<file path="config.mk">
export PLATFORM = sky130hd
export DESIGN_NAME = cwmf_store
export DESIGN_NICKNAME = d
export VERILOG_FILES = /design/src/design/cwmf_store.sv
export SDC_FILE = /design/constraint.sdc
export NUM_CORES = 1
export LEC_CHECK = 0
export BUFFER_PORTS_ARGS = -buffer_cell sky130_fd_sc_hd__clkbuf_2
export CAP_MARGIN = 5
export CORE_MARGIN = 3
export CORE_UTILIZATION = 32
export CTS_CLUSTER_DIAMETER = 80
export CTS_CLUSTER_SIZE = 20
export DETAILED_ROUTE_END_ITERATION = 8
export GPL_ROUTABILITY_DRIVEN = 0
export PLACE_DENSITY = 0.45
export SLEW_MARGIN = 10
export SYNTH_ARGS = -nofsm -noshare
export SYNTH_HDL_FRONTEND = slang
export SYNTH_SLANG_ARGS = --single-unit
</file>
<file path="constraint.sdc">
create_clock -name clk -period 2.7 [get_ports clk]
set_input_delay 0.54 -clock clk [delete_from_list [all_inputs] [get_ports clk]]
set_output_delay 0.54 -clock clk [all_outputs]
set_load 0.01 [all_outputs]
</file>
<file path="src/design/cwmf_store.sv">
`default_nettype none
module cwmf_store #(
  parameter int DEPTH = 16,
  parameter int AW    = 4,
  parameter int DW    = 8
) (
  input  wire logic          clk,
  input  wire logic          wr_en,
  input  wire logic [AW-1:0] wr_addr,
  input  wire logic [DW-1:0] wr_data,
  input  wire logic [AW-1:0] rd_addr,
  output logic      [DW-1:0] rd_data
);

  logic [DW-1:0] mem [DEPTH];

  always_ff @(posedge clk) begin
    if (wr_en) begin
      mem[wr_addr] <= wr_data;
    end
  end

  always_ff @(posedge clk) begin
    rd_data <= mem[rd_addr];
  end

endmodule
`default_nettype wire

</file>
==> run metrics <==
DIE HEIGHT 133 um; initial antenna violation count 0; IO Count 26; Vias roughly 2400; Die ar. 17600 um2; number of flops mapped to enable cells by yosys approximately 130; WL/cell between 20 and 25 um; Setup CP Type in2reg; area of the multi-input gates 1060 um2; Max Fanout on Critical Path 8; Period minus WS final between 1.5 and 2 ns; setup ws final approximately 0.95 ns; Fmax approximately 570 MHz; Net count, final 297; Hold Buf Count CTS 0; register bit total from synthesis approximately 140; Initial DRC Count around 170; Worst EP arrival about 1.8 ns; Synth async-reset ratio 0%; HP Start wr_data[6]; Inserted Clock Buffers 17; worst hold slack between 0.5 and 0.6 ns; WHS Endpoint mem[2][6]; CP startpoint kind input port; sequential fraction of the synthesis area around 78%; Mapped Nets 247; Synth Cell Area 5150 um2; Slew @ Worst Pin about 0.80 ns; DRC 0; gate count after technology mapping around 230; number of fill cells in the layout between 1000 and 1500; Core Box Area between 15000 and 20000 um2; maximum vdd drop 0.000453 V; Area Growth Syn to Fin 19.7%; H-tree level count 4; CTS tree yes; clk_lat worst skew about 0.41 ns; top post-synthesis cells by area edfxtp_1, mux4_2, mux4_1; ys flop type edfxtp_1; Sequential Area around 4000 um2; CTS Buffer Depth 2; Slew Viols, Final 0; vias per cell roughly 4.7; flop2flop setup slack about 1.3 ns; clock transition at the registers of the reported paths approximately 0.06 ns; count leader, synth edfxtp_1; global-route wire length before repair between 15000 and 20000 um; share of layout cells above drive strength 1 28.4%; Commonest cells post-synth edfxtp_1, mux4_2, a22oi_1; final setup vio count 0; Pwr Density just under 800 nW/um2; Synth top area share between 70% and 80%; Setup Fix Bufs, Post-CTS 0; vias in the first global route between 2000 and 3000; Critical R2R Capture rd_data[3]; total wire length between 10000 and 15000 um; Antenna Nets Post-Route 0; CTS root buf clkbuf_16; setup tns final 0 ns; Final Cycle Share between 60% and 70%; GRT Total Usage roughly an eighth; Max-slew headroom roughly 46%; syn_area_per_cell around 22 um2; Reg-to-Reg Start mem[2][3]; leading area contributor after synthesis edfxtp_1; initial core utilization roughly 33%; r2r worst-path depth 3; Tightest Hold Check Type in2reg; Placed Cells between 400 and 500; status completed; Post-Layout Cell Count 503; RSZ-0062 raised after global routing no; clk_skew approximately 0.0085 ns; sink count of the clock tree approximately 140; Leak Pwr roughly 2.1 nW; Die Wd 133 um; hold path depth 1; yosys warns 0; Port Buffer Count 25; Fin. Hold Viols 0; HPWL after DPL slightly below 7000 um; Setup crit end kind flop; Max-Cap Viols 0; pin count of the biggest net entering global routing 33; total grt overflow 0; ANT cells 0; Placement Rows 45; CP Data Required Time 2.74 ns; dpl ws 0.487 ns; distinct cell type count after synthesis 19; drt pass-1 iters 4; cts repair resizes 0
-- how the worst max path moves through the flow --
| stage | to | slack (ns) | startpoint | depth (start not counted) |
|---|---|---|---|---|
| floorplan | mem[0][0] | 0.67 | wr_addr[2] | 2 |
| global placement | mem[2][3] | 0.48 | wr_addr[2] | 3 |
| detailed placement | mem[2][1] | 0.49 | wr_addr[2] | 3 |
| CTS | mem[2][1] | 0.92 | wr_addr[2] | 3 |
| global route | mem[1][5] | 0.86 | wr_addr[2] | 3 |
| finish | mem[2][3] | 0.95 | wr_addr[2] | 3 |
-- routing by layer --
metal  share of wire, %  global-route usage (%)
met1                 46                    18.8
met2                 47                    19.0
met3                5.1                    3.00
met4                1.6                    6.06
met5                  0                       0
-- area by class of cell --
cell class | instances | share of cell area, %
Multi-Input combinational cell | 83 | 17.2
Timing Repair Buffer | 41 | 4.39
Clock inverter | 14 | 2.23
Clock buffer | 18 | 6.96
Sequential cell | 136 | 65.0
Tap cell | 211 | 4.28
-- sequential cells by signal, indices dropped and copies added (netlist names) --
signal,flops
mem,128
rd_data,8
-- power breakdown --
group          switching (mW)  internal, mW  total, mW  leakage (nW)
sequential             0.0141          2.36       2.38          1.22
combinational           0.129        0.0933      0.222         0.568
clock                   0.793          1.42       2.21         0.274
total                   0.936          3.87       4.81          2.07
-- critical path: stages --
cell and delay (ns):
clkbuf_2 0.10, or3b_2 0.51, nor2_1 0.63
-- placed cells by master, fill, tap and decap left out --
cell and count:
a22oi_1 16, and2_1 1, and2b_1 1, buf_12 2, buf_4 14, bufinv_16 3, clkbuf_1 1, clkbuf_16 17
clkbuf_2 25, clkinv_1 8, clkinv_2 2, clkinvlp_4 1, dfxtp_1 8, edfxtp_1 128, mux4_1 14, mux4_2 18
nand2_1 9, nand2b_1 2, nand3_1 1, nand3b_1 2, nor2_1 13, nor2b_1 1, nor3_1 4, or3b_2 1
-- metrics by stage --
step / power [mW] / util, % / instance area, um2
final: 4.81 / 39.8 / 6160
after detailed placement: 2.65 / 36.1 / 5600
after floorplan: 2.54 / - / 5150
after global routing: 4.99 / 39.8 / 6160
after CTS: 4.87 / 39.8 / 6160
after global placement: 2.65 / 36.1 / 5600
-- logic make-up (layout without fill, tap and decap cells) --
kind of cell           count (synthesis)  in the layout  synth area share (%)
AND/OR/NAND/NOR                       35             35                  3.18
AO/OA/AOI/OAI                         16             16                  2.33
buffers and inverters                 10             73                  1.68
multiplexers                          32             32                  15.0
flip-flops                           136            136                  77.8
Note: power is estimated with default switching activity, not from simulation.
