===== src/design/cwmf_pkg.sv =====
`default_nettype none
package cwmf_pkg;

  localparam int PIX_W        = 8;
  localparam int BIT_W        = $clog2(PIX_W);
  localparam int MAX_RADIUS_D = 7;
  localparam int MAX_WIDTH_D  = 1024;
  localparam int MAX_HEIGHT   = 4096;
  localparam int RAD_REG_W    = 3;
  localparam int WID_REG_W    = 11;
  localparam int HGT_REG_W    = 13;
  localparam int ADDR_W       = 4;
  localparam int DATA_W       = 32;

  localparam logic [1:0] REG_RADIUS = 2'd0;
  localparam logic [1:0] REG_WIDTH  = 2'd1;
  localparam logic [1:0] REG_HEIGHT = 2'd2;

  localparam logic OP_PUSH  = 1'b0;
  localparam logic OP_FLUSH = 1'b1;

  typedef struct packed {
    logic             operation;
    logic [PIX_W-1:0] pixel_value;
  } in_item_t;

  typedef struct packed {
    logic [PIX_W-1:0] filtered_value;
    logic             frame_last;
  } out_item_t;

  typedef enum logic [2:0] {
    SEL_IDLE,
    SEL_SETUP,
    SEL_ROWBACK,
    SEL_SCAN,
    SEL_DRAIN,
    SEL_DECIDE,
    SEL_HOLD
  } sel_state_t;

endpackage
`default_nettype wire


===== src/design/cwmf_select.sv =====
`default_nettype none
module cwmf_select #(
  parameter int MAX_RADIUS = 7,
  parameter int DEPTH      = 16,
  parameter int AW         = 4,
  parameter int RW         = 3,
  parameter int WW         = 11,
  parameter int HW         = 13
) (
  input  wire logic                         clk,
  input  wire logic                         rst_n,
  input  wire logic                         start,
  input  wire logic [HW-1:0]                job_row,
  input  wire logic [WW-1:0]                job_col,
  input  wire logic [AW-1:0]                job_ptr,
  input  wire logic [RW-1:0]                rad,
  input  wire logic [WW-1:0]                width,
  input  wire logic [HW-1:0]                height,
  input  wire logic                         res_ready,
  output logic      [AW-1:0]                rd_addr,
  input  wire logic [cwmf_pkg::PIX_W-1:0]   rd_data,
  output logic                              busy,
  output logic                              done,
  output logic      [cwmf_pkg::PIX_W-1:0]   result
);
  import cwmf_pkg::*;

  localparam int NW = $clog2(2 * MAX_RADIUS + 2);
  localparam int CW = $clog2((2 * MAX_RADIUS + 1) * (2 * MAX_RADIUS + 1) + 1);

  sel_state_t state_r, state_nxt;

  logic [HW-1:0]    row_r;
  logic [WW-1:0]    col_r;
  logic [AW-1:0]    ptr_r;
  logic [NW-1:0]    nx_r, ny_r, xcnt_r, ycnt_r;
  logic [AW-1:0]    addr_r, row_addr_r, start_addr_r;
  logic [BIT_W-1:0] bit_r;
  logic [PIX_W-1:0] med_r;
  logic [CW-1:0]    bound_r, cnt_r;
  logic             rdv_r;

  // clipped window extents around the job position
  logic [RW-1:0]   dy, dyb, dx, dxb;
  logic [HW-1:0]   rows_below;
  logic [WW-1:0]   cols_right;
  logic [NW-1:0]   ny_c, nx_c;
  logic [2*NW-1:0] area_c;

  always_comb begin
    rows_below = height - row_r - HW'(1);
    cols_right = width - col_r - WW'(1);
    dy  = (row_r >= HW'(rad)) ? rad : RW'(row_r);
    dx  = (col_r >= WW'(rad)) ? rad : RW'(col_r);
    dyb = (rows_below >= HW'(rad)) ? rad : RW'(rows_below);
    dxb = (cols_right >= WW'(rad)) ? rad : RW'(cols_right);
    ny_c = NW'(dy) + NW'(dyb) + NW'(1);
    nx_c = NW'(dx) + NW'(dxb) + NW'(1);
    area_c = (2*NW)'(ny_c) * (2*NW)'(nx_c);
  end

  function automatic logic [AW-1:0] wsub(input logic [AW-1:0] a, input logic [AW-1:0] b);
    logic [AW:0] s;
    s = (a >= b) ? ({1'b0, a} - {1'b0, b}) : ({1'b0, a} + (AW+1)'(DEPTH) - {1'b0, b});
    return s[AW-1:0];
  endfunction

  function automatic logic [AW-1:0] wadd(input logic [AW-1:0] a, input logic [AW-1:0] b);
    logic [AW:0] s;
    s = {1'b0, a} + {1'b0, b};
    if (s >= (AW+1)'(DEPTH)) begin
      s = s - (AW+1)'(DEPTH);
    end
    return s[AW-1:0];
  endfunction

  // pixel takes part in this bit's count when its upper bits match the prefix and the bit is 0
  logic [PIX_W:0] hi_mask;
  logic           match;

  always_comb begin
    hi_mask = ~(((PIX_W+1)'(2) << bit_r) - (PIX_W+1)'(1));
    match = ((((PIX_W+1)'(rd_data) ^ (PIX_W+1)'(med_r)) & hi_mask) == '0) && !rd_data[bit_r];
  end

  always_comb begin
    state_nxt = state_r;
    unique case (state_r)
      SEL_IDLE:    if (start) state_nxt = SEL_SETUP;
      SEL_SETUP:   state_nxt = SEL_ROWBACK;
      SEL_ROWBACK: if (ycnt_r == '0) state_nxt = SEL_SCAN;
      SEL_SCAN:    if (xcnt_r == '0 && ycnt_r == '0) state_nxt = SEL_DRAIN;
      SEL_DRAIN:   state_nxt = SEL_DECIDE;
      SEL_DECIDE:  state_nxt = (bit_r == '0) ? SEL_HOLD : SEL_SCAN;
      SEL_HOLD:    if (res_ready) state_nxt = SEL_IDLE;
      default:     state_nxt = SEL_IDLE;
    endcase
  end

  always_comb begin
    busy    = (state_r != SEL_IDLE);
    done    = (state_r == SEL_HOLD) && res_ready;
    result  = med_r;
    rd_addr = addr_r;
  end

  always_ff @(posedge clk) begin
    if (!rst_n) begin
      state_r <= SEL_IDLE;
      rdv_r   <= 1'b0;
    end else begin
      state_r <= state_nxt;
      rdv_r   <= (state_r == SEL_SCAN);
    end
  end

  always_ff @(posedge clk) begin
    if (rdv_r && match) begin
      cnt_r <= cnt_r + CW'(1);
    end
    unique case (state_r)
      SEL_IDLE: begin
        if (start) begin
          row_r <= job_row;
          col_r <= job_col;
          ptr_r <= job_ptr;
        end
      end
      SEL_SETUP: begin
        addr_r  <= wsub(ptr_r, AW'(dx));
        ycnt_r  <= NW'(dy);
        nx_r    <= nx_c;
        ny_r    <= ny_c;
        bound_r <= CW'(area_c >> 1);
        bit_r   <= BIT_W'(PIX_W - 1);
        med_r   <= '0;
        cnt_r   <= '0;
      end
      SEL_ROWBACK: begin
        if (ycnt_r == '0) begin
          start_addr_r <= addr_r;
          row_addr_r   <= addr_r;
          xcnt_r       <= nx_r - NW'(1);
          ycnt_r       <= ny_r - NW'(1);
        end else begin
          addr_r <= wsub(addr_r, AW'(width));
          ycnt_r <= ycnt_r - NW'(1);
        end
      end
      SEL_SCAN: begin
        if (xcnt_r != '0) begin
          addr_r <= wadd(addr_r, AW'(1));
          xcnt_r <= xcnt_r - NW'(1);
        end else if (ycnt_r != '0) begin
          addr_r     <= wadd(row_addr_r, AW'(width));
          row_addr_r <= wadd(row_addr_r, AW'(width));
          xcnt_r     <= nx_r - NW'(1);
          ycnt_r     <= ycnt_r - NW'(1);
        end
      end
      SEL_DRAIN: begin
      end
      SEL_DECIDE: begin
        if (bound_r >= cnt_r) begin
          med_r[bit_r] <= 1'b1;
          bound_r      <= bound_r - cnt_r;
        end
        cnt_r      <= '0;
        bit_r      <= bit_r - BIT_W'(1);
        addr_r     <= start_addr_r;
        row_addr_r <= start_addr_r;
        xcnt_r     <= nx_r - NW'(1);
        ycnt_r     <= ny_r - NW'(1);
      end
      SEL_HOLD: begin
      end
      default: begin
      end
    endcase
  end

endmodule
`default_nettype wire


===== config.mk =====
export PLATFORM = sky130hd
export DESIGN_NAME = cwmf_select
export DESIGN_NICKNAME = d
export VERILOG_FILES = /design/src/design/cwmf_pkg.sv /design/src/design/cwmf_select.sv
export SDC_FILE = /design/constraint.sdc
export NUM_CORES = 1
export LEC_CHECK = 0
export BUFFER_PORTS_ARGS = -buffer_cell sky130_fd_sc_hd__buf_2
export CAP_MARGIN = 20
export CORE_AREA = 4 4 145 147
export DETAILED_ROUTE_END_ITERATION = 12
export DIE_AREA = 0 0 149 151
export SYNTH_ARGS = -nofsm -noshare
export SYNTH_HDL_FRONTEND = slang
export SYNTH_SLANG_ARGS = --single-unit

===== constraint.sdc =====
create_clock -name clk -period 8.4 [get_ports clk]
set_input_delay 1.26 -clock clk [delete_from_list [all_inputs] [get_ports clk]]
set_output_delay 1.26 -clock clk [all_outputs]
set_load 0.05 [all_outputs]

==> metrics.log, run 1 <==
[metrics] outcome: finished clean
[metrics] share of the clock period used by the worst path: 0.846
[metrics] later-pin clock latency in the skew report: 0.35 ns
[metrics] peak fanout along the critical path: 4
[metrics] average footprint of a synthesized cell: 9.50 um2
[metrics] final-layout worst hold slack: 0.518 ns
[metrics] net switching component of the power: 531 uW
[metrics] CTS tree: yes
[metrics] remaining global-route overflow: 0
[metrics] antenna violations before repair: 1
[metrics] Slowest-stage cell, CP: sky130_fd_sc_hd__a2111oi_2
[metrics] clock tree root buffer cell: sky130_fd_sc_hd__clkbuf_16
[metrics] Static Leak: 0.00346 uW
[metrics] count of final setup violators: 0
[metrics] WP data required: 8.47 ns
[metrics] Worst Tran Pin Value: 0.960 ns
[metrics] area of the multi-input gates: 3990 um2
[metrics] vias in the first global route: 5218
[metrics] areal power density over the cells: 196 nW/um2
[metrics] number of hold violations in the final report: 0
[metrics] total negative setup slack: 0 ns
[metrics] Worst setup SP type: input pin
[metrics] hold crit path type: reg -> reg
[metrics] via count: 5208
[metrics] Reg area: 2490 um2
[metrics] Cell Area, Synth: 6840 um2
[metrics] average vias per placed instance: 4.86
[metrics] hold buffer count at CTS: 0
[metrics] fraction of synthesized cell area taken by the top area cell type: 0.329
[metrics] Yosys top cell by area: sky130_fd_sc_hd__edfxtp_1
[metrics] Sequential Power Share: 0.379
[metrics] post-synthesis to final-layout area growth: 15.0%
[metrics] final WL: 15000 um
[metrics] H-tree depth: 3
[metrics] number of standard-cell rows in the floorplan: 52
[metrics] PostCTS Resize Cnt: 0
[metrics] global-route wire length before repair: 25100 um
[metrics] biggest cell delay along the critical path: 0.48 ns
[metrics] sequential cell area fraction in the yosys report: 0.364
[metrics] Clk pwr share: 0.272
[metrics] maximum number of pins on one net before global-route repair: 29
[metrics] Top-Level Pins: 81
[metrics] post-synth net total: 881
[metrics] maximum number of buffers from clock root to sink: 2
[metrics] Final Net Count: 958
[metrics] total of buffers placed on input and output ports: 80
[metrics] clock slew at the register clock pins of the worst setup and hold paths: 0.07 ns
[metrics] vertical die dimension: 151 um
[metrics] count of buffers added by post-CTS timing repair for setup: 0
[metrics] remaining max-slew budget at the tightest pin: 0.355
[metrics] synthesized netlist cell count: 720
[metrics] RSZ-0062 raised after global routing: no
[metrics] total die area: 22500 um2
[metrics] Pre-antenna DRT Iters: 5
[metrics] minimum clock period after layout: 7.11 ns
[metrics] share of total power consumed by net switching: 0.345
[metrics] clock net sink count: 87
[metrics] number of distinct library cells after synthesis: 60
[metrics] dominant cells by area after synthesis: sky130_fd_sc_hd__edfxtp_1 33%, sky130_fd_sc_hd__ha_1 15%, sky130_fd_sc_hd__inv_1 4.4%
[metrics] Max VDD drop: 0.107 mV
[metrics] final setup skew: 0.00768 ns
[metrics] warning count from the yosys run: 0
[metrics] Peak Freq: 0.141 GHz
[metrics] fraction of synthesis flops using an asynchronous set or reset pin: 0
[metrics] flops & latches, synth: 87
[metrics] Worst setup EP type: flop
[metrics] ANT nets after route: 0
[metrics] path type of the worst setup path: in -> reg
[metrics] effective utilization at floorplan: 0.344
[metrics] fraction of final layout cells sized beyond drive strength 1: 0.148
[metrics] weighted congestion at the end of routability-driven global placement: 0.841
[metrics] most instantiated flip-flop cell in the synthesis netlist: sky130_fd_sc_hd__edfxtp_1
[metrics] share of total power in combinational logic: 0.348
[metrics] number of synthesized flops with an enable pin: 75
[metrics] internal power: 1010 uW
[metrics] total routing usage reported by global routing: 0.139
[metrics] Floorplan Core Area: 19900 um2
[metrics] Detail Placement HPWL: 11800 um
[metrics] final number of max-transition violations: 0
[metrics] Die X-Extent: 149 um
[metrics] utilization after layout: 0.395
[metrics] Worst EP arrival: 7.18 ns
[metrics] iteration-0 DRC count of the detailed router: 270
[metrics] Inserted Clock Buffers: 9
[metrics] number of antenna cells inserted: 0
[metrics] Wirelength per Cell: 14.0 um
[metrics] max-capacitance violation count: 0
[metrics] number of remaining DRC errors: 0
[metrics] Top cell by count, worst path: sky130_fd_sc_hd__fa_1
[metrics] final-layout fill cell count: 2044
## worst max-delay path: cells and delay by family
kind | cells | cell delay, ns
buffers and inverters | 4 | 0.38
muxes | 1 | 0.25
AOI/OAI and AO/OA | 10 | 2.13
adders and majority gates | 7 | 2.32
xor gates and xnor gates | 3 | 0.57
and+or+nand+nor | 3 | 0.28
## layer usage
| metal | track usage | vias to the layer above | part of all wire |
|---|---|---|---|
| li1 | - | 2722 | - |
| met1 | 0.187 | 2356 | 0.49 |
| met2 | 0.225 | 109 | 0.45 |
| met3 | 0.0341 | 19 | 0.046 |
| met4 | 0.0357 | 2 | 0.015 |
| met5 | 0 | - | 0.00047 |
## power by group through the flow
| stage | Combinational [uW] | Sequential, uW | Clock [uW] |
|---|---|---|---|
| CTS | 543 | 585 | 432 |
| global placement | 530 | 594 | 0 |
| finish | 537 | 584 | 420 |
| global route | 614 | 591 | 451 |
| floorplan | 378 | 613 | 0 |
| detailed placement | 535 | 594 | 0 |
## registers in the layout (all words and copies together) (netlist names), 8 cells and up
name / count
bound_r: 8
cnt_r: 8
col_r: 11
result: 8
row_r: 13
## stage by stage
| step | std cells | area [um2] | total power (uW) | worst slack, ns |
|---|---|---|---|---|
| global route | 1072 | 7870 | 1660 | 0.718 |
| CTS | 1071 | 7860 | 1560 | 1.24 |
| floorplan | 720 | 6840 | 992 | 1.49 |
| finish | 1072 | 7870 | 1540 | 1.29 |
| global placement | 1055 | 7540 | 1120 | 1.04 |
| detailed placement | 1055 | 7540 | 1130 | 0.895 |
## layout make-up
class,count,area share
multi-input combinational,534,0.506
clock buffer,13,0.0372
sequential,87,0.317
tap,270,0.0429
timing repair buffer,84,0.0552
inverter,81,0.0386
clock inverter,3,0.00286
## cell families after synthesis
| group | count (synthesis) | share of synthesized area |
|---|---|---|
| and+or+nand+nor | 193 | 0.136 |
| AOI/OAI and AO/OA | 174 | 0.164 |
| buffers and inverters | 99 | 0.0545 |
| adders and majority gates | 94 | 0.185 |
| DFF | 87 | 0.364 |
| xor gates and xnor gates | 58 | 0.0743 |
| muxes | 15 | 0.0227 |
## synthesized netlist by cell type, drive strengths merged (2+ instances only)
cell      n
ha       82
inv      81
edfxtp   75
nor2     65
nand2    54
a21oi    53
o21ai    41
xnor2    33
a21o     25
xor2     25
clkbuf   17
nor3     13
dfxtp    12
fa       12
mux2i    11
nand4    11
a31oi    10
nand2b    9
nand3     8
nor2b     8
a2111oi   5
a211oi    5
nor3b     5
o211ai    5
a221o     4
and2      4
mux2      4
nor4      4
o22ai     4
or3       4
o221ai    3
a221oi    2
a22oi     2
a32oi     2
and2b     2
and3      2
o311ai    2
o31ai     2
o32a      2
## path summary, 6_finish.rpt
check | from | slack (ns) | cells past startpoint | to
max | width[0] | 1.29 | 28 | bound_r[6]
min | cnt_r[7] | 0.52 | 2 | cnt_r[7]
min reg2reg | cnt_r[7] | 0.52 | 2 | cnt_r[7]
max reg2reg | col_r[0] | 1.94 | 28 | bound_r[6]
## cell usage in the layout, fill, tap and decap left out, drive strengths merged, types with 5 or more instances in the layout
cell / netlist / routed
a2111oi: 5 / 5
a211oi: 5 / 5
a21o: 25 / 25
a21oi: 53 / 53
a31oi: 10 / 10
buf: 1 / 84
clkbuf: 17 / 13
dfxtp: 12 / 12
edfxtp: 75 / 75
fa: 12 / 12
ha: 82 / 82
inv: 81 / 81
mux2i: 11 / 11
nand2: 54 / 54
nand2b: 9 / 9
nand3: 8 / 8
nand4: 11 / 11
nor2: 65 / 65
nor2b: 8 / 8
nor3: 13 / 13
nor3b: 5 / 5
o211ai: 5 / 5
o21ai: 41 / 41
xnor2: 33 / 33
xor2: 25 / 25
No activity file was read; power rests on OpenSTA's default activity.
==> run 2, diff against run 1 <==
==> constraint.sdc (replaced) <==
create_clock -name clk -period 7.3 [get_ports clk]
set_input_delay 1.095 -clock clk [delete_from_list [all_inputs] [get_ports clk]]
set_output_delay 1.095 -clock clk [all_outputs]
set_load 0.05 [all_outputs]
==> metrics.log, run 2 (synthesized netlist as in run 1, its figures left out) <==
[metrics] final WL: 15100 um (was 15000 um)
[metrics] registers with the highest flip-flop counts: row_r: 13 flops, col_r: 11 flops (unchanged)
[metrics] effective utilization at floorplan: 0.344 (unchanged)
[metrics] maximum number of pins on one net before global-route repair: 29 (unchanged)
[metrics] Detail Placement HPWL: 11900 um (was 11800 um)
[metrics] remaining max-slew budget at the tightest pin: 0.325 (was 0.355)
[metrics] peak fanout along the critical path: 3 (was 4)
[metrics] area of the multi-input gates: 3990 um2 (unchanged)
[metrics] global-route wire length before repair: 25200 um (was 25100 um)
[metrics] path type of the worst setup path: in -> reg (unchanged)
[metrics] Min-Delay Endpoint: cnt_r[7] (unchanged)
[metrics] final setup skew: 0.0102 ns (was 0.00768 ns)
[metrics] final number of max-transition violations: 0 (unchanged)
[metrics] Top cell by count, worst path: sky130_fd_sc_hd__fa_1 (unchanged)
[metrics] number of standard-cell rows in the floorplan: 52 (unchanged)
[metrics] fraction of final layout cells sized beyond drive strength 1: 0.152 (was 0.148)
[metrics] depth of the most critical reg-to-reg path: 27 (was 28)
[metrics] weighted congestion at the end of routability-driven global placement: 0.830 (was 0.841)
[metrics] count of final setup violators: 0 (unchanged)
[metrics] total of buffers placed on input and output ports: 80 (unchanged)
[metrics] count of buffers added by post-CTS timing repair for setup: 0 (unchanged)
[metrics] number of hold violations in the final report: 0 (unchanged)
[metrics] minimum clock period after layout: 6.85 ns
[metrics] later-pin clock latency in the skew report: 0.35 ns (about the same)
[metrics] total routing usage reported by global routing: 0.138 (was 0.139)
[metrics] Inserted Clock Buffers: 9 (unchanged)
[metrics] number of antenna cells inserted: 0 (unchanged)
[metrics] worst path setup slack after routing: 0.447 ns (was 1.29 ns)
[metrics] via count: 5241 (was 5208)
[metrics] reg-to-reg critical path endpoint: bound_r[6] (unchanged)
[metrics] Die X-Extent: 149 um (unchanged)
[metrics] total negative setup slack: 0 ns (unchanged)
[metrics] Post-Place Setup Slack: 0.0836 ns (was 0.895 ns)
[metrics] iteration-0 DRC count of the detailed router: 285 (was 270)
[metrics] most frequent cells in the layout: 82 x sky130_fd_sc_hd__ha_1, 80 x sky130_fd_sc_hd__inv_1, 80 x sky130_fd_sc_hd__buf_2, 75 x sky130_fd_sc_hd__edfxtp_1, 64 x sky130_fd_sc_hd__nor2_1 (unchanged)
[metrics] Floorplan Core Area: 19900 um2 (unchanged)
[metrics] Worst setup EP type: flop (unchanged)
[metrics] Worst setup SP type: input pin (unchanged)
[metrics] total die area: 22500 um2 (unchanged)
[metrics] areal power density over the cells: 221 nW/um2 (was 196 nW/um2)
[metrics] leading cell type in the layout, fill and taps excluded: sky130_fd_sc_hd__ha_1 (unchanged)
[metrics] Worst Tran Pin Value: 1.00 ns (was 0.960 ns)
[metrics] clock slew at the register clock pins of the worst setup and hold paths: 0.07 ns (about the same)
[metrics] PostCTS Resize Cnt: 0 (unchanged)
[metrics] Worst EP arrival: 6.92 ns (was 7.18 ns)
[metrics] non-filler instance count after layout: 1075 (was 1072)
[metrics] biggest cell delay along the critical path: 0.53 ns (was 0.48 ns)
[metrics] Pre-antenna DRT Iters: 4 (was 5)
[metrics] final-layout worst hold slack: 0.502 ns (was 0.518 ns)
[metrics] instance count along the most critical hold path: 2 (unchanged)
[metrics] flip-flop count of the largest register, all copies and words added: 13 (unchanged)
[metrics] remaining global-route overflow: 0 (unchanged)
[metrics] worst reg2reg startpoint: row_r[0] (was col_r[0])
[metrics] Wirelength per Cell: 14.0 um (about the same)
[metrics] clock net sink count: 87 (unchanged)
[metrics] average vias per placed instance: 4.88 (was 4.86)
[metrics] Static Leak: 0.00345 uW (was 0.00346 uW)
[metrics] largest register by flop count: row_r (unchanged)
[metrics] Post-Place Cell Area: 7560 um2 (was 7540 um2)
[metrics] vertical die dimension: 151 um (unchanged)
[metrics] flop-to-flop setup slack: 0.90 ns (was 1.94 ns)
[metrics] H-tree depth: 3 (unchanged)
[metrics] share of the clock period used by the worst path: 0.939
[metrics] maximum number of buffers from clock root to sink: 2 (unchanged)
[metrics] clock tree root buffer cell: sky130_fd_sc_hd__clkbuf_16 (unchanged)
[metrics] number of remaining DRC errors: 0 (unchanged)
[metrics] Slowest-stage cell, CP: sky130_fd_sc_hd__fa_1 (was sky130_fd_sc_hd__a2111oi_2)
[metrics] vias in the first global route: 5221 (was 5218)
[metrics] Peak Freq: 0.146 GHz
[metrics] number of placed cells counting well taps: 1058 (was 1055)
[metrics] worst hold path startpoint: cnt_r[7] (unchanged)
[metrics] Final Net Count: 961 (was 958)
[metrics] worst path bufs/invs: 3 (was 4)
[metrics] Top-Level Pins: 81 (unchanged)
[metrics] antenna violations before repair: 1 (unchanged)
[metrics] RSZ-0062 raised after global routing: no (unchanged)
[metrics] Largest delay share family, worst path: adder cells (unchanged)
[metrics] post-synthesis to final-layout area growth: 14.8% (was 15.0%)
[metrics] WP data required: 7.37 ns (was 8.47 ns)
[metrics] Layout Cell Area excl Fill: 7860 um2 (was 7870 um2)
[metrics] hold buffer count at CTS: 0 (unchanged)
[metrics] hold crit path type: reg -> reg (unchanged)
[metrics] CTS tree: yes (unchanged)
[metrics] final-layout fill cell count: 2040 (was 2044)
[metrics] max-capacitance violation count: 0 (unchanged)
[metrics] Reg area: 2490 um2 (unchanged)
[metrics] Max VDD drop: 0.126 mV (was 0.107 mV)
[metrics] ANT nets after route: 0 (unchanged)
[metrics] outcome: finished clean (unchanged)
==> run 2: changes by cell type in the layout (fill, tap and decap cells not counted), sizes merged <==
| cell | previous run | this run |
|---|---|---|
| clkbuf | 13 | 9 |
| clkinvlp | 0 | 2 |
| clkinv | 3 | 1 |
| inv | 81 | 85 |
| buf | 84 | 87 |
==> run 2: worst max path at each step <==
stage,from,endpoint,slack (ns),cells after the start
2_1_floorplan,width[0],bound_r[6],0.55,25
3_3_place_gp,height[0],bound_r[6],0.21,27
3_5_place_dp,height[0],bound_r[6],0.08,27
4_1_cts,height[0],bound_r[6],0.44,27
5_1_grt,width[0],bound_r[6],0.001,28
6_report,width[0],bound_r[6],0.45,25
==> run 2: per-layer routing <==
layer,up-vias,global-route usage,wire length [um]
met5,-,0,7
met4,2,0.0380,148
met3,14,0.0281,790
met2,108,0.223,6830
met1,2383,0.189,7300
li1,2734,-,-
==> run 2: area by class of cell <==
class,count,share of cell area
multi-input combinational,534,0.507
inverter,81,0.0387
clock buffer,9,0.0287
sequential,87,0.317
timing repair buffer,87,0.0581
tap,270,0.0430
clock inverter,7,0.00685
==> run 2: worst reg2reg max path, cell delays in order, from the launching register on <==
cell	delay [ns]
sky130_fd_sc_hd__edfxtp_1	0.38
sky130_fd_sc_hd__inv_1	0.10
sky130_fd_sc_hd__ha_1	0.20
sky130_fd_sc_hd__fa_1	0.47
sky130_fd_sc_hd__ha_1	0.29
sky130_fd_sc_hd__a21oi_1	0.12
sky130_fd_sc_hd__and2b_2	0.23
sky130_fd_sc_hd__a2111oi_2	0.29
sky130_fd_sc_hd__nand4_1	0.15
sky130_fd_sc_hd__a2111oi_2	0.33
sky130_fd_sc_hd__nand4_2	0.22
sky130_fd_sc_hd__mux2i_1	0.17
sky130_fd_sc_hd__ha_1	0.21
sky130_fd_sc_hd__fa_1	0.38
sky130_fd_sc_hd__xor2_1	0.20
sky130_fd_sc_hd__inv_1	0.09
sky130_fd_sc_hd__nand2_1	0.07
sky130_fd_sc_hd__fa_1	0.48
sky130_fd_sc_hd__inv_1	0.05
sky130_fd_sc_hd__fa_1	0.53
sky130_fd_sc_hd__ha_1	0.32
sky130_fd_sc_hd__a21o_1	0.15
sky130_fd_sc_hd__a21oi_1	0.21
sky130_fd_sc_hd__o21bai_1	0.09
sky130_fd_sc_hd__a21oi_1	0.18
sky130_fd_sc_hd__xnor2_1	0.09
sky130_fd_sc_hd__nand2_1	0.06
sky130_fd_sc_hd__o21ai_0	0.10
==> run 2: report_power, final <==
group	switching [uW]	leakage, uW	internal (uW)
combinational	359	0.00253	254
clock	211	0.000131	235
sequential	51.2	0.000794	627
total	621	0.00345	1120
==> run 2: through the flow <==
step           utilization  power [uW]
4_1_cts              0.394        1760
2_1_floorplan            -        1140
3_3_place_gp         0.380        1300
6_report             0.395        1740
5_1_grt              0.395        1870
3_5_place_dp         0.380        1300
